**config.mk**
```make
export PLATFORM = sky130hd
export DESIGN_NAME = state_variable_filter
export DESIGN_NICKNAME = d
export VERILOG_FILES = /design/src/hw/rtl/svf_pkg.sv /design/src/hw/rtl/state_variable_filter.sv /design/src/hw/rtl/svf_sequencer.sv /design/src/hw/rtl/svf_datapath.sv
export VERILOG_INCLUDE_DIRS = /design/src /design/src/hw/rtl
export SDC_FILE = /design/constraint.sdc
export NUM_CORES = 1
export LEC_CHECK = 0
export BUFFER_PORTS_ARGS = -buffer_cell sky130_fd_sc_hd__buf_2
export CELL_PAD_IN_SITES_DETAIL_PLACEMENT = 0
export CELL_PAD_IN_SITES_GLOBAL_PLACEMENT = 1
export CORE_UTILIZATION = 29
export CTS_BUF_LIST = sky130_fd_sc_hd__clkbuf_4 sky130_fd_sc_hd__clkbuf_8
export DETAILED_ROUTE_END_ITERATION = 12
export PLACE_DENSITY_LB_ADDON = 0.1
export SLEW_MARGIN = 20
export SYNTH_ARGS = -nofsm -noshare
export SYNTH_HDL_FRONTEND = slang
export SYNTH_SLANG_ARGS = --single-unit
export TNS_END_PERCENT = 100
```
**constraint.sdc**
```tcl
create_clock -name clk -period 9.6 [get_ports clk]
set_input_delay 0 -clock clk [delete_from_list [all_inputs] [get_ports clk]]
set_output_delay 0 -clock clk [all_outputs]
set_load 0.05 [all_outputs]
```
**src/hw/rtl/state_variable_filter_assert.svh**
```systemverilog
// Assertion macros for the state variable filter.
// Used by the top level; relies on clk and rst_n being in scope where expanded.
`ifndef STATE_VARIABLE_FILTER_ASSERT_SVH
`define STATE_VARIABLE_FILTER_ASSERT_SVH

`ifndef SYNTHESIS
// Same-cycle implication, disabled during reset.
`define SVF_ASSERT_NOW(lbl, ante, cons) \
    lbl: assert property (@(posedge clk) disable iff (!rst_n) (ante) |-> (cons)) \
        else $error("state_variable_filter assertion failed");
// Next-cycle implication, disabled during reset.
`define SVF_ASSERT_NEXT(lbl, ante, cons) \
    lbl: assert property (@(posedge clk) disable iff (!rst_n) (ante) |=> (cons)) \
        else $error("state_variable_filter assertion failed");
`else
`define SVF_ASSERT_NOW(lbl, ante, cons)
`define SVF_ASSERT_NEXT(lbl, ante, cons)
`endif

`endif

```
**src/hw/rtl/svf_pkg.sv**
```systemverilog
// Shared constants, control word type and microcode table of the state variable filter.
// No dependencies.
package svf_pkg;

    // Default widths of the filter.
    localparam int SAMPLE_BITS_DEF    = 16;
    localparam int STATE_BITS_DEF     = 24;
    localparam int COEF_FRAC_BITS_DEF = 14;

    // Coefficient registers are always 15 bits unsigned.
    localparam int COEF_BITS = 15;
    localparam logic [COEF_BITS-1:0] FREQ_RESET = 15'd1024;
    localparam logic [COEF_BITS-1:0] DAMP_RESET = 15'd16384;

    // Configuration register indexes.
    localparam int CFG_INDEX_BITS = 2;
    localparam logic [CFG_INDEX_BITS-1:0] REG_FREQ_COEF    = 2'd0;
    localparam logic [CFG_INDEX_BITS-1:0] REG_DAMPING_COEF = 2'd1;

    // Step counter of the microprogram.
    localparam int STEP_BITS = 3;

    // Multiplier operand selects.
    localparam logic MULA_BAND = 1'b0;
    localparam logic MULA_HIGH = 1'b1;
    localparam logic COEF_Q    = 1'b0;
    localparam logic COEF_F    = 1'b1;

    // Accumulate and write-back targets.
    localparam logic [1:0] WR_NONE = 2'd0;
    localparam logic [1:0] WR_HIGH = 2'd1;
    localparam logic [1:0] WR_BAND = 2'd2;
    localparam logic [1:0] WR_LOW  = 2'd3;

    // Step conditions: hold at the step until the condition is met.
    localparam logic [1:0] COND_NONE     = 2'd0;
    localparam logic [1:0] COND_IN_WORD  = 2'd1;
    localparam logic [1:0] COND_OUT_FREE = 2'd2;

    typedef struct packed {
        logic       mul_en;
        logic       mul_a_sel;
        logic       coef_sel;
        logic [1:0] wr_sel;
        logic [1:0] cond;
        logic       last;
    } ctrl_word_t;

    // Control toward the datapath: the current word and whether the step retires.
    typedef struct packed {
        ctrl_word_t cw;
        logic       fire;
    } seq_ctrl_t;

    // Microprogram: one sample per pass through the six steps.
    function automatic ctrl_word_t ucode_rom(input logic [STEP_BITS-1:0] step);
        ctrl_word_t w;
        w = '{mul_en: 1'b0, mul_a_sel: MULA_BAND, coef_sel: COEF_Q,
              wr_sel: WR_NONE, cond: COND_NONE, last: 1'b0};
        case (step)
            3'd0:
            begin
                // Wait for a sample; start q*band.
                w.mul_en    = 1'b1;
                w.mul_a_sel = MULA_BAND;
                w.coef_sel  = COEF_Q;
                w.cond      = COND_IN_WORD;
            end
            3'd1:
            begin
                w.wr_sel = WR_HIGH;
            end
            3'd2:
            begin
                w.mul_en    = 1'b1;
                w.mul_a_sel = MULA_HIGH;
                w.coef_sel  = COEF_F;
            end
            3'd3:
            begin
                w.wr_sel = WR_BAND;
            end
            3'd4:
            begin
                w.mul_en    = 1'b1;
                w.mul_a_sel = MULA_BAND;
                w.coef_sel  = COEF_F;
            end
            3'd5:
            begin
                // Finish low and hand the word to the output register.
                w.wr_sel = WR_LOW;
                w.cond   = COND_OUT_FREE;
                w.last   = 1'b1;
            end
            default:
            begin
                // Unused steps return to the start.
                w.last = 1'b1;
            end
        endcase
        return w;
    endfunction

endpackage

```
**src/hw/rtl/state_variable_filter.sv**
```systemverilog
// Top level of the state variable filter: config registers, output register, assertions.
// Depends on svf_pkg, svf_sequencer, svf_datapath and state_variable_filter_assert.svh.

// Chamberlin state variable filter. Each input word is one signed sample; each
// output word carries the highpass, bandpass and lowpass values of that sample,
// saturated to the state width. One sample runs through six microcode steps, the
// accepting step included: the three coefficient products (q*band, f*high, f*band)
// each depend on the previous result and go through the one shared multiplier, a
// multiply step followed by a round, accumulate and saturate step. The result is
// loaded into the output register when the last step retires. A new sample is
// accepted as soon as the microprogram returns to its first step, not before, while
// the previous result may still wait in the output register; if that register is
// still full at the last step, the sequencer holds there while the output stalls.
// Coefficients are written through the configuration port (index 0 tuning, index 1
// damping); other indexes are ignored. They are to be written only while idle; the
// block itself does not enforce this. Reset clears both integrators.
module state_variable_filter #(
    parameter int SAMPLE_BITS    = svf_pkg::SAMPLE_BITS_DEF,
    parameter int STATE_BITS     = svf_pkg::STATE_BITS_DEF,
    parameter int COEF_FRAC_BITS = svf_pkg::COEF_FRAC_BITS_DEF
) (
    input  logic                                  clk,
    input  logic                                  rst_n,
    input  logic                                  in_valid,
    output logic                                  in_ready,
    input  logic signed [SAMPLE_BITS-1:0]         sample_in,
    output logic                                  out_valid,
    input  logic                                  out_ready,
    output logic signed [STATE_BITS-1:0]          highpass_out,
    output logic signed [STATE_BITS-1:0]          bandpass_out,
    output logic signed [STATE_BITS-1:0]          lowpass_out,
    input  logic                                  cfg_valid,
    output logic                                  cfg_ready,
    input  logic [svf_pkg::CFG_INDEX_BITS-1:0]    cfg_index,
    input  logic [svf_pkg::COEF_BITS-1:0]         cfg_data
);

    `include "state_variable_filter_assert.svh"

    logic [svf_pkg::COEF_BITS-1:0] freq_coef_reg, freq_coef_next;
    logic [svf_pkg::COEF_BITS-1:0] damping_coef_reg, damping_coef_next;
    logic                          out_valid_reg, out_valid_next;
    logic signed [STATE_BITS-1:0]  highpass_reg, highpass_next;
    logic signed [STATE_BITS-1:0]  bandpass_reg, bandpass_next;
    logic signed [STATE_BITS-1:0]  lowpass_reg, lowpass_next;

    svf_pkg::seq_ctrl_t            ctrl;
    logic                          out_free;
    logic                          load_out;
    logic signed [STATE_BITS-1:0]  high_value, band_value, acc_value;

    // Configuration registers; the port never stalls.
    assign cfg_ready = 1'b1;

    always_comb
    begin
        freq_coef_next    = freq_coef_reg;
        damping_coef_next = damping_coef_reg;
        if (cfg_valid)
        begin
            case (cfg_index)
                svf_pkg::REG_FREQ_COEF:    freq_coef_next    = cfg_data;
                svf_pkg::REG_DAMPING_COEF: damping_coef_next = cfg_data;
                default:                   ;
            endcase
        end
    end

    always_ff @(posedge clk or negedge rst_n)
    begin
        if (!rst_n)
        begin
            freq_coef_reg    <= svf_pkg::FREQ_RESET;
            damping_coef_reg <= svf_pkg::DAMP_RESET;
        end
        else
        begin
            freq_coef_reg    <= freq_coef_next;
            damping_coef_reg <= damping_coef_next;
        end
    end

    // Sequencer and datapath.
    assign out_free = !out_valid_reg || out_ready;

    svf_sequencer u_seq (
        .clk      (clk),
        .rst_n    (rst_n),
        .in_valid (in_valid),
        .out_free (out_free),
        .in_ready (in_ready),
        .ctrl     (ctrl)
    );

    svf_datapath #(
        .SAMPLE_BITS    (SAMPLE_BITS),
        .STATE_BITS     (STATE_BITS),
        .COEF_FRAC_BITS (COEF_FRAC_BITS)
    ) u_dp (
        .clk          (clk),
        .rst_n        (rst_n),
        .ctrl         (ctrl),
        .sample_in    (sample_in),
        .freq_coef    (freq_coef_reg),
        .damping_coef (damping_coef_reg),
        .high_value   (high_value),
        .band_value   (band_value),
        .acc_value    (acc_value)
    );

    // Output register: loaded when the last step retires.
    assign load_out = ctrl.fire && ctrl.cw.last;

    always_comb
    begin
        out_valid_next = out_valid_reg;
        highpass_next  = highpass_reg;
        bandpass_next  = bandpass_reg;
        lowpass_next   = lowpass_reg;
        if (out_valid_reg && out_ready)
            out_valid_next = 1'b0;
        if (load_out)
        begin
            out_valid_next = 1'b1;
            highpass_next  = high_value;
            bandpass_next  = band_value;
            lowpass_next   = acc_value;
        end
    end

    always_ff @(posedge clk or negedge rst_n)
    begin
        if (!rst_n)
            out_valid_reg <= 1'b0;
        else
            out_valid_reg <= out_valid_next;
    end

    always_ff @(posedge clk)
    begin
        highpass_reg <= highpass_next;
        bandpass_reg <= bandpass_next;
        lowpass_reg  <= lowpass_next;
    end

    assign out_valid    = out_valid_reg;
    assign highpass_out = highpass_reg;
    assign bandpass_out = bandpass_reg;
    assign lowpass_out  = lowpass_reg;

    // The sequencer is busy for the rest of the sample after taking a word.
    `SVF_ASSERT_NEXT(a_busy_after_accept, in_valid && in_ready, !in_ready)
    // Retiring the last step always leaves a result waiting.
    `SVF_ASSERT_NEXT(a_result_loaded, load_out, out_valid_reg)
    // A result is never written over while it is still waiting.
    `SVF_ASSERT_NOW(a_no_overwrite, load_out, !out_valid_reg || out_ready)
    // Input is only taken at the step that waits for it.
    `SVF_ASSERT_NOW(a_accept_at_start, in_ready, ctrl.cw.mul_en && !ctrl.cw.last)

endmodule

```
**src/hw/rtl/svf_sequencer.sv**
```systemverilog
// Step counter and microcode decode of the state variable filter.
// Depends on svf_pkg.
module svf_sequencer (
    input  logic                clk,
    input  logic                rst_n,
    input  logic                in_valid,
    input  logic                out_free,
    output logic                in_ready,
    output svf_pkg::seq_ctrl_t  ctrl
);

    logic [svf_pkg::STEP_BITS-1:0] step_reg;
    logic [svf_pkg::STEP_BITS-1:0] step_next;
    svf_pkg::ctrl_word_t           cw;
    logic                          advance;

    // Fetch the control word of the current step.
    assign cw = svf_pkg::ucode_rom(step_reg);

    // Evaluate the step condition.
    always_comb
    begin
        case (cw.cond)
            svf_pkg::COND_IN_WORD:  advance = in_valid;
            svf_pkg::COND_OUT_FREE: advance = out_free;
            default:                advance = 1'b1;
        endcase
    end

    assign in_ready  = (cw.cond == svf_pkg::COND_IN_WORD);
    assign ctrl.cw   = cw;
    assign ctrl.fire = advance;

    // Next step: hold, advance, or jump back to the start.
    always_comb
    begin
        step_next = step_reg;
        if (advance)
        begin
            if (cw.last)
                step_next = '0;
            else
                step_next = step_reg + 1'b1;
        end
    end

    always_ff @(posedge clk or negedge rst_n)
    begin
        if (!rst_n)
            step_reg <= '0;
        else
            step_reg <= step_next;
    end

endmodule

```
**src/hw/rtl/svf_datapath.sv**
```systemverilog
// Multiplier, rounding, accumulate and saturate datapath with the filter state.
// Depends on svf_pkg; driven by svf_sequencer control words.
module svf_datapath #(
    parameter int SAMPLE_BITS    = svf_pkg::SAMPLE_BITS_DEF,
    parameter int STATE_BITS     = svf_pkg::STATE_BITS_DEF,
    parameter int COEF_FRAC_BITS = svf_pkg::COEF_FRAC_BITS_DEF
) (
    input  logic                                clk,
    input  logic                                rst_n,
    input  svf_pkg::seq_ctrl_t                  ctrl,
    input  logic signed [SAMPLE_BITS-1:0]       sample_in,
    input  logic [svf_pkg::COEF_BITS-1:0]       freq_coef,
    input  logic [svf_pkg::COEF_BITS-1:0]       damping_coef,
    output logic signed [STATE_BITS-1:0]        high_value,
    output logic signed [STATE_BITS-1:0]        band_value,
    output logic signed [STATE_BITS-1:0]        acc_value
);

    // Product, rounded product and accumulator widths.
    localparam int PROD_BITS = STATE_BITS + svf_pkg::COEF_BITS + 1;
    localparam int RND_BITS  = PROD_BITS - COEF_FRAC_BITS;
    localparam int MAX_A     = (RND_BITS > STATE_BITS) ? RND_BITS : STATE_BITS;
    localparam int MAX_B     = (MAX_A > SAMPLE_BITS) ? MAX_A : SAMPLE_BITS;
    localparam int SUM_BITS  = MAX_B + 2;

    localparam logic signed [PROD_BITS-1:0] HALF_LSB =
        {{(PROD_BITS-COEF_FRAC_BITS){1'b0}}, 1'b1, {(COEF_FRAC_BITS-1){1'b0}}};
    localparam logic signed [SUM_BITS-1:0] SAT_MAX =
        {{(SUM_BITS-STATE_BITS+1){1'b0}}, {(STATE_BITS-1){1'b1}}};
    localparam logic signed [SUM_BITS-1:0] SAT_MIN =
        {{(SUM_BITS-STATE_BITS+1){1'b1}}, {(STATE_BITS-1){1'b0}}};

    logic signed [SAMPLE_BITS-1:0] sample_reg, sample_next;
    logic signed [PROD_BITS-1:0]   prod_reg, prod_next;
    logic signed [STATE_BITS-1:0]  high_reg, high_next;
    logic signed [STATE_BITS-1:0]  band_reg, band_next;
    logic signed [STATE_BITS-1:0]  low_reg, low_next;

    logic signed [STATE_BITS-1:0]  mul_a;
    logic signed [svf_pkg::COEF_BITS:0] mul_b;
    logic signed [PROD_BITS-1:0]   prod_rounded;
    logic signed [RND_BITS-1:0]    rnd;
    logic signed [SUM_BITS-1:0]    rnd_ext, x_ext, low_ext, band_ext, sum;
    logic signed [STATE_BITS-1:0]  sat_value;

    // Shared multiplier: state value times an unsigned coefficient.
    assign mul_a = (ctrl.cw.mul_a_sel == svf_pkg::MULA_HIGH) ? high_reg : band_reg;
    assign mul_b = (ctrl.cw.coef_sel == svf_pkg::COEF_F) ? $signed({1'b0, freq_coef})
                                                         : $signed({1'b0, damping_coef});

    // Round half up to the state LSB, then drop the fraction bits.
    assign prod_rounded = prod_reg + HALF_LSB;
    assign rnd          = prod_rounded[PROD_BITS-1:COEF_FRAC_BITS];

    assign rnd_ext  = {{(SUM_BITS-RND_BITS){rnd[RND_BITS-1]}}, rnd};
    assign x_ext    = {{(SUM_BITS-SAMPLE_BITS){sample_reg[SAMPLE_BITS-1]}}, sample_reg};
    assign low_ext  = {{(SUM_BITS-STATE_BITS){low_reg[STATE_BITS-1]}}, low_reg};
    assign band_ext = {{(SUM_BITS-STATE_BITS){band_reg[STATE_BITS-1]}}, band_reg};

    // Accumulate: high subtracts both terms, band and low add the product.
    always_comb
    begin
        case (ctrl.cw.wr_sel)
            svf_pkg::WR_HIGH: sum = x_ext - low_ext - rnd_ext;
            svf_pkg::WR_BAND: sum = band_ext + rnd_ext;
            svf_pkg::WR_LOW:  sum = low_ext + rnd_ext;
            default:          sum = rnd_ext;
        endcase
    end

    // Clamp to the state range.
    always_comb
    begin
        if (sum > SAT_MAX)
            sat_value = SAT_MAX[STATE_BITS-1:0];
        else if (sum < SAT_MIN)
            sat_value = SAT_MIN[STATE_BITS-1:0];
        else
            sat_value = sum[STATE_BITS-1:0];
    end

    // Register updates, only on a step that retires.
    always_comb
    begin
        sample_next = sample_reg;
        prod_next   = prod_reg;
        high_next   = high_reg;
        band_next   = band_reg;
        low_next    = low_reg;
        if (ctrl.fire)
        begin
            if (ctrl.cw.cond == svf_pkg::COND_IN_WORD)
                sample_next = sample_in;
            if (ctrl.cw.mul_en)
                prod_next = mul_a * mul_b;
            case (ctrl.cw.wr_sel)
                svf_pkg::WR_HIGH: high_next = sat_value;
                svf_pkg::WR_BAND: band_next = sat_value;
                svf_pkg::WR_LOW:  low_next  = sat_value;
                default:          ;
            endcase
        end
    end

    // Working registers carry no reset.
    always_ff @(posedge clk)
    begin
        sample_reg <= sample_next;
        prod_reg   <= prod_next;
        high_reg   <= high_next;
    end

    // The integrators start from zero.
    always_ff @(posedge clk or negedge rst_n)
    begin
        if (!rst_n)
        begin
            band_reg <= '0;
            low_reg  <= '0;
        end
        else
        begin
            band_reg <= band_next;
            low_reg  <= low_next;
        end
    end

    assign high_value = high_reg;
    assign band_value = band_reg;
    assign acc_value  = sat_value;

endmodule
```
==> results.txt, run 1 <==
Status - finished with violations
Failing checks - negative hold slack
Fin. Hold Viols - 1
Max FFs per register - 27
Die extent in x - 297 um
Grt met3 use - 2.95%
Die ar. - 88400 um2
Clk sinks - 221
CTS clk-pin slew, worst paths - 0.06 ns
Final period utilization - 90.7%
FF-to-FF End - u_dp.prod_reg[39]
# nets final - 3306
Fin Clk Skew - 0.0514 ns
Area grow syn2layout - 15.3%
Critical path fanouts, max - 11
CTS root buf - clkbuf_8
Post-synth EDFFs - 139
Initial DRC count - 942
Met1 usage - 28.6%
Clk Latency, worst-skew pair - 0.69 ns
Final min period - 8.71 ns
Core area - 85800 um2
IO buf count - 111
Top Ports - 113
HPWL Detailed - 69800 um
#FFs+latches synth - 221
Total grt overflow - 0
Pins over their slew limit - 0
PnR worst setup slack - 0.889 ns
First-pass GRT wire length - 133000 um
Vias - 18900
Largest net degree at the start of global routing - 53
Highest clock rate - 0.115 GHz
Adder-cell share of the synthesized area - 37.4%
First-pass DRT Iterations - 5
Critical path capture point type - flop
Vias in the first global route - 20600
Crit Path Category - reg2reg
H-tree Lvls - 2
Data required, critical path - 10.02 ns
RSZ-0062 raised after global routing - false
Tightest Pin Transition - 1.16 ns
Drt wl/cell - 22.4 um
# rows - 107
Crit path from - u_seq.step_reg[0]
Xor/xnor cell area share of the yosys netlist - 3.29%
Initial antenna violation count - 3
Fillers - 8873
R2r setup slk - 0.89 ns
Main area contributors after synthesis - fa_1, edfxtp_1, dfrtp_1
Startpoint Class - flop
CP delay by family, top - adder cells
Share of cells above drive strength 1 - 14.3%
Max stage delay cell, worst path - mux2i_1
Synth area leader - fa_1
Total Wirelength - 87900 um
Hold Path Class - in2reg
Post-Syn Area - 25300 um2
Mapped Nets - 3128
Final setup viols - 0
All-Layer GR Usage - 20.3%
Setup tns final - 0 ns
CTS Buf Count - 49
Initial Util - 29.5%
Worst Setup EP - u_dp.prod_reg[39]
Post-place setup slack - 0.870 ns
CP Data Arrival Time - 9.13 ns
Mapped Cells - 2559
Synth Area in Simple Gates - 11.3%
Routability cong. - 0.842
Synth warnings - 0
Most common cell on crit path - fa_1
CP max stage delay - 0.97 ns
FF-to-FF path depth - 26
M2 GR Usage - 32.5%
Avg Inst Size Synth - 9.89 um2
Post-synthesis compound-gate area fraction - 8.26%
Asr flop ratio synth - 37.1%
Post-synthesis mux area share - 6.70%
Antenna Nets Post-Route - 0
Vias/cell - 4.81
TritonCTS clock tree - yes
Hold_ws - -0.00690 ns
Die Ht - 297 um
Top FF cell, synth - edfxtp_1
Clk buf depth - 3
Area share of the largest cell type after synthesis - 29.7%
Max transition margin - 20.2%
Worst r2r src - u_seq.step_reg[0]
Largest family of logic cells by synthesized area - adder cells
Post-synth cell types - 73
Gr busiest metal - met2
DRC viols - 0
Worst path depth - 26
Sequential share of the synthesized area - 24.6%
Maxcap violations - 0
WP buf/inv - 6
## worst min path at each step
stage	endpoint	slack, ns	depth (start not counted)	start
after floorplan	damping_coef_reg[0]	-0.30	0	rst_n
after global placement	freq_coef_reg[13]	-0.03	1	rst_n
after detailed placement	freq_coef_reg[13]	-0.02	1	rst_n
after CTS	u_dp.sample_reg[1]	0.00004	2	sample_in[1]
after global routing	damping_coef_reg[14]	0.009	2	rst_n
final	out_valid	-0.007	3	out_ready
## cells by family (layout without fill, tap and decap cells)
group,Yosys count,after routing
other,1,3
flip-flops,221,221
buffers and inverters,560,778
AO/OA/AOI/OAI,327,327
adder cells (fa/ha/maj),531,531
AND/OR/NAND/NOR,669,669
XOR/XNOR,95,95
multiplexers,155,155
## worst register-to-register path, cell delays in order, from the launching register on
cell,delay [ns]
dfrtp_1,0.47
inv_1,0.10
ha_1,0.25
mux2i_4,0.64
buf_4,0.36
mux2i_1,0.97
nor2_1,0.15
fa_1,0.58
inv_1,0.06
fa_1,0.54
inv_1,0.06
fa_1,0.52
fa_1,0.44
fa_1,0.49
inv_1,0.05
fa_1,0.47
inv_1,0.04
ha_1,0.34
o21ai_0,0.18
o21ai_0,0.09
o211a_1,0.13
a311o_1,0.36
a41oi_2,0.43
o41ai_2,0.18
o41ai_2,0.30
o21bai_1,0.12
xnor2_1,0.13
## final cells by class
type / instances / area, um2 / share of cell area [%]
multi-input combinational: 1778 / 17000 / 58.4
sequential: 221 / 6230 / 21.4
inverter: 483 / 1810 / 6.22
tap: 1144 / 1430 / 4.91
timing repair buffer: 204 / 1390 / 4.77
clock buffer: 63 / 811 / 2.78
clock inverter: 28 / 453 / 1.55
antenna: 2 / 5.00 / 0.0172
## per-stage QoR
stage	utilization, %	cell area [um2]	instances	hold WS (ns)
after floorplan	-	25300	2559	-0.296
after global placement	31.9	27400	3780	-0.0333
after detailed placement	31.9	27400	3780	-0.0208
after CTS	34.0	29200	3921	0.0000366
after global routing	34.0	29200	3922	0.00913
final	34.0	29200	3923	-0.00690
## metal layers
layer	wire (um)	share of wire, %
met1	41800	48
met2	40000	45
met3	3980	4.5
met4	2130	2.4
met5	0	0
## synthesized netlist by cell type, drive strengths merged (66+ instances only)
library cell / instances
a21oi: 95
clkbuf: 67
dfrtp: 80
edfxtp: 139
fa: 376
ha: 155
inv: 483
mux2: 109
nand2: 281
nor2: 238
o21ai: 84
xnor2: 66
## placed cells by master, fill, tap and decap left out, drive strengths merged, types with 5 or more instances in the layout
master / netlist / layout
a211oi: 31 / 31
a21boi: 5 / 5
a21o: 23 / 23
a21oi: 95 / 95
a221oi: 5 / 5
a31oi: 8 / 8
and2: 11 / 11
and3: 11 / 11
buf: 10 / 155
bufinv: 0 / 11
clkbuf: 67 / 63
clkinv: 0 / 11
dfrtp: 80 / 80
dlygate4sd3: 0 / 49
edfxtp: 139 / 139
fa: 376 / 376
ha: 155 / 155
inv: 483 / 485
mux2: 109 / 109
mux2i: 46 / 46
nand2: 281 / 281
nand2b: 17 / 17
nand3: 33 / 33
nand4: 21 / 21
nor2: 238 / 238
nor3: 25 / 25
o211ai: 16 / 16
o21a: 14 / 14
o21ai: 84 / 84
o21bai: 5 / 5
o31ai: 5 / 5
or2: 8 / 8
or3: 6 / 6
xnor2: 66 / 66
xor2: 29 / 29
## repair_timing
action / CTS / global route
gates resized for setup: 0 / 0
hold buffers: 50 / 0
buffers inserted: 0 / 0
hold endpoints to repair: 131 / 0
Power of run 1 is left out: the tool's default activity adds up to more than one toggle a clock period on the data nets, which glitch-free logic cannot reach.
==> run 2: changes to the inputs <==
--- a/config.mk
+++ b/config.mk
@@ -6,6 +6,7 @@
 export SDC_FILE = /design/constraint.sdc
 export NUM_CORES = 1
 export LEC_CHECK = 0
+export ABC_AREA = 1
 export BUFFER_PORTS_ARGS = -buffer_cell sky130_fd_sc_hd__buf_2
 export CELL_PAD_IN_SITES_DETAIL_PLACEMENT = 0
 export CELL_PAD_IN_SITES_GLOBAL_PLACEMENT = 1
==> run 2 against run 1 <==
Net effect: the run now ends clean; synthesized cell count increased by 30%; die area rose by 6.2%; via count rose by 15%; count of clock-buffer cells in the layout shrank 3; register-to-register slack got worse by 0.41 ns.
==> results.txt, run 2 <==
Routability cong. - 0.898 (was 0.842)
Most frequent cells in the layout - nand2_1, inv_1, fa_1 (was inv_1, fa_1, nand2_1)
CTS Buf Count - 46 (was 49)
Clk buf depth - 3 (unchanged)
Initial Util - 29.3% (was 29.5%)
Max transition margin - 23.5% (was 20.2%)
Drt wl/cell - 19.7 um (was 22.4 um)
Worst r2r src - u_seq.step_reg[0] (unchanged)
Top FF cell, synth - edfxtp_1 (unchanged)
DRC viols - 0 (unchanged)
Post-Syn Area - 26900 um2 (was 25300 um2)
Initial antenna violation count - 1 (was 3)
Avg Inst Size Synth - 8.08 um2 (was 9.89 um2)
Post-cts sizing count - 0 (unchanged)
TritonCTS clock tree - yes (unchanged)
Main area contributors after synthesis - fa_1, edfxtp_1, nand2_1 (was fa_1, edfxtp_1, dfrtp_1)
Vias/cell - 4.52 (was 4.81)
Startpoint Class - flop (unchanged)
IO buf count - 111 (unchanged)
All-Layer GR Usage - 20.4% (was 20.3%)
# rows - 111 (was 107)
Area grow syn2layout - 13.6% (was 15.3%)
Vias in the first global route - 23400 (was 20600)
Clk sinks - 221 (unchanged)
Share of cells above drive strength 1 - 9.85% (was 14.3%)
FF-to-FF path depth - 23 (was 26)
Mapped Cells - 3326 (was 2559)
Synth cell count leaders - nand2_1, inv_1, fa_1 (was inv_1, fa_1, nand2_1)
Die extent in x - 306 um (was 297 um)
Final setup viols - 0 (unchanged)
Core area - 91800 um2 (was 85800 um2)
Initial DRC count - 1229 (was 942)
Die Ht - 306 um (was 297 um)
Post-synth cell types - 49 (was 73)
Status - complete, no violations (was finished with violations)
Total grt overflow - 0 (unchanged)
Mapped Nets - 3895 (was 3128)
Asr flop ratio synth - 37.1% (unchanged)
CP Data Arrival Time - 9.51 ns (was 9.13 ns)
Setup tns final - 0 ns (unchanged)
RSZ-0062 raised after global routing - false (unchanged)
First-pass DRT Iterations - 5 (unchanged)
Final min period - 9.12 ns (was 8.71 ns)
Antenna Nets Post-Route - 0 (unchanged)
Hold Path Class - in2reg (unchanged)
Critical path fanouts, max - 36 (was 11)
Clk Latency, worst-skew pair - 0.68 ns (was 0.69 ns)
Highest clock rate - 0.110 GHz (was 0.115 GHz)
Pins over their slew limit - 0 (unchanged)
Sequential share of the synthesized area - 23.2% (was 24.6%)
H-tree Lvls - 2 (unchanged)
Largest net degree at the start of global routing - 52 (was 53)
Fin Clk Skew - 0.0617 ns (was 0.0514 ns)
CTS clk-pin slew, worst paths - 0.06 ns (about the same)
# nets final - 4074 (was 3306)
Fin. Hold Viols - 0 (was 1)
Post-synth EDFFs - 139 (unchanged)
#FFs+latches synth - 221 (unchanged)
Data required, critical path - 9.98 ns (was 10.02 ns)
Max FFs per register - 27 (unchanged)
Synth area leader - fa_1 (unchanged)
Total Wirelength - 94200 um (was 87900 um)
Most common cell after layout, fill and taps aside - nand2_1 (was inv_1)
Area share of the largest cell type after synthesis - 28.0% (was 29.7%)
Final period utilization - 95.0% (was 90.7%)
WHS Path Cells - 2 (was 3)
HPWL Detailed - 77400 um (was 69800 um)
Hold worst-path end - u_dp.sample_reg[12] (was out_valid)
CTS root buf - clkbuf_8 (unchanged)
Hold Startpoint - sample_in[12] (was out_ready)
Synth warnings - 0 (unchanged)
Tightest Pin Transition - 1.15 ns (was 1.16 ns)
FF-to-FF End - u_dp.prod_reg[39] (unchanged)
Vias - 21600 (was 18900)
R2r setup slk - 0.48 ns (was 0.89 ns)
First-pass GRT wire length - 143000 um (was 133000 um)
Crit Path Category - reg2reg (unchanged)
Die ar. - 93900 um2 (was 88400 um2)
Critical path capture point type - flop (unchanged)
Top Ports - 113 (unchanged)
Maxcap violations - 0 (unchanged)
Fillers - 9814 (was 8873)
Most frequent cell after synthesis - nand2_1 (was inv_1)
==> run 2: cell types whose count changed in the layout (fill, tap and decap cells not counted), moves of 25 or more <==
cell	before	now
a211oi_1	31	3
nand3_1	33	75
nand2_1	281	851
xnor2_1	66	27
a21oi_1	90	115
nor2_1	235	325
mux2_2	109	0
inv_1	483	734
nand2_2	0	28
mux2i_1	37	0
==> run 2: what timing repair did <==
action / CTS / global route
hold buffers: 47 / 5
endpoints found under the hold margin: 116 / 4
setup buffers: 0 / 0
==> run 2: worst max path at each step <==
stage,to,start,depth (start not counted),slack (ns)
floorplan,u_dp.prod_reg[39],u_seq.step_reg[0],26,2.77
global placement,u_dp.prod_reg[39],u_seq.step_reg[0],23,0.55
detailed placement,u_dp.prod_reg[39],u_seq.step_reg[0],23,0.52
CTS,u_dp.prod_reg[39],u_seq.step_reg[0],23,0.46
global route,u_dp.prod_reg[39],u_seq.step_reg[0],23,0.17
finish,u_dp.prod_reg[39],u_seq.step_reg[0],23,0.48
==> run 2: kinds of logic after synthesis <==
kind of cell    count (synthesis)  synth area share (%)
other cells                     1                0.0139
compound gates                291                  5.89
fa+ha+maj                     531                  35.2
xor+xnor                       75                  2.44
buf+inv                       825                  11.9
simple gates                 1382                  21.4
flops                         221                  23.2
==> run 2: layout make-up <==
cell class,count,area [um2],share of cell area [%]
inverter,751,2820,9.23
sequential,221,6230,20.4
clock buffer,60,769,2.52
multi-input combinational,2280,17500,57.4
antenna,1,2.50,0.00819
timing repair buffer,205,1420,4.63
tap,1243,1560,5.09
clock inverter,26,226,0.741
==> run 2: critical path, stage by stage (launching register included) <==
cell and delay (ns):
dfrtp_1 0.44, inv_1 0.14, ha_1 0.20, nand2_4 0.27
o21ai_1 0.90, clkinv_1 0.82, nor2_1 0.77, inv_1 0.24
fa_1 0.65, inv_1 0.14, fa_1 0.57, inv_1 0.13
fa_1 0.48, fa_1 0.52, fa_1 0.52, fa_1 0.54
inv_1 0.05, ha_1 0.37, a21oi_1 0.20, o21ai_0 0.11
a2111oi_0 0.50, nand2_1 0.11, nand2_1 0.07, nand2_1 0.05
==> run 2: per-layer routing <==
layer	global-route usage, %	wire length [um]	vias up
met5	0	0	-
met4	6.10	2510	0
li1	-	-	10400
met3	2.25	3310	110
met2	35.4	46100	432
met1	26.5	42300	10700
==> run 2: metrics by stage <==
stage / instance area (um2) / utilization, % / hold slack [ns] / std cells / worst slack, ns
5_1_grt: 30500 / 33.3 / 0.0468 / 4787 / 0.173
3_3_place_gp: 29000 / 31.6 / 0.106 / 4647 / 0.546
3_5_place_dp: 29000 / 31.6 / 0.128 / 4647 / 0.519
6_report: 30500 / 33.3 / 0.0829 / 4787 / 0.476
4_1_cts: 30500 / 33.2 / 0.00880 / 4780 / 0.460
2_1_floorplan: 26900 / - / -0.296 / 3326 / 2.77
Power of run 2 is left out for the same reason.
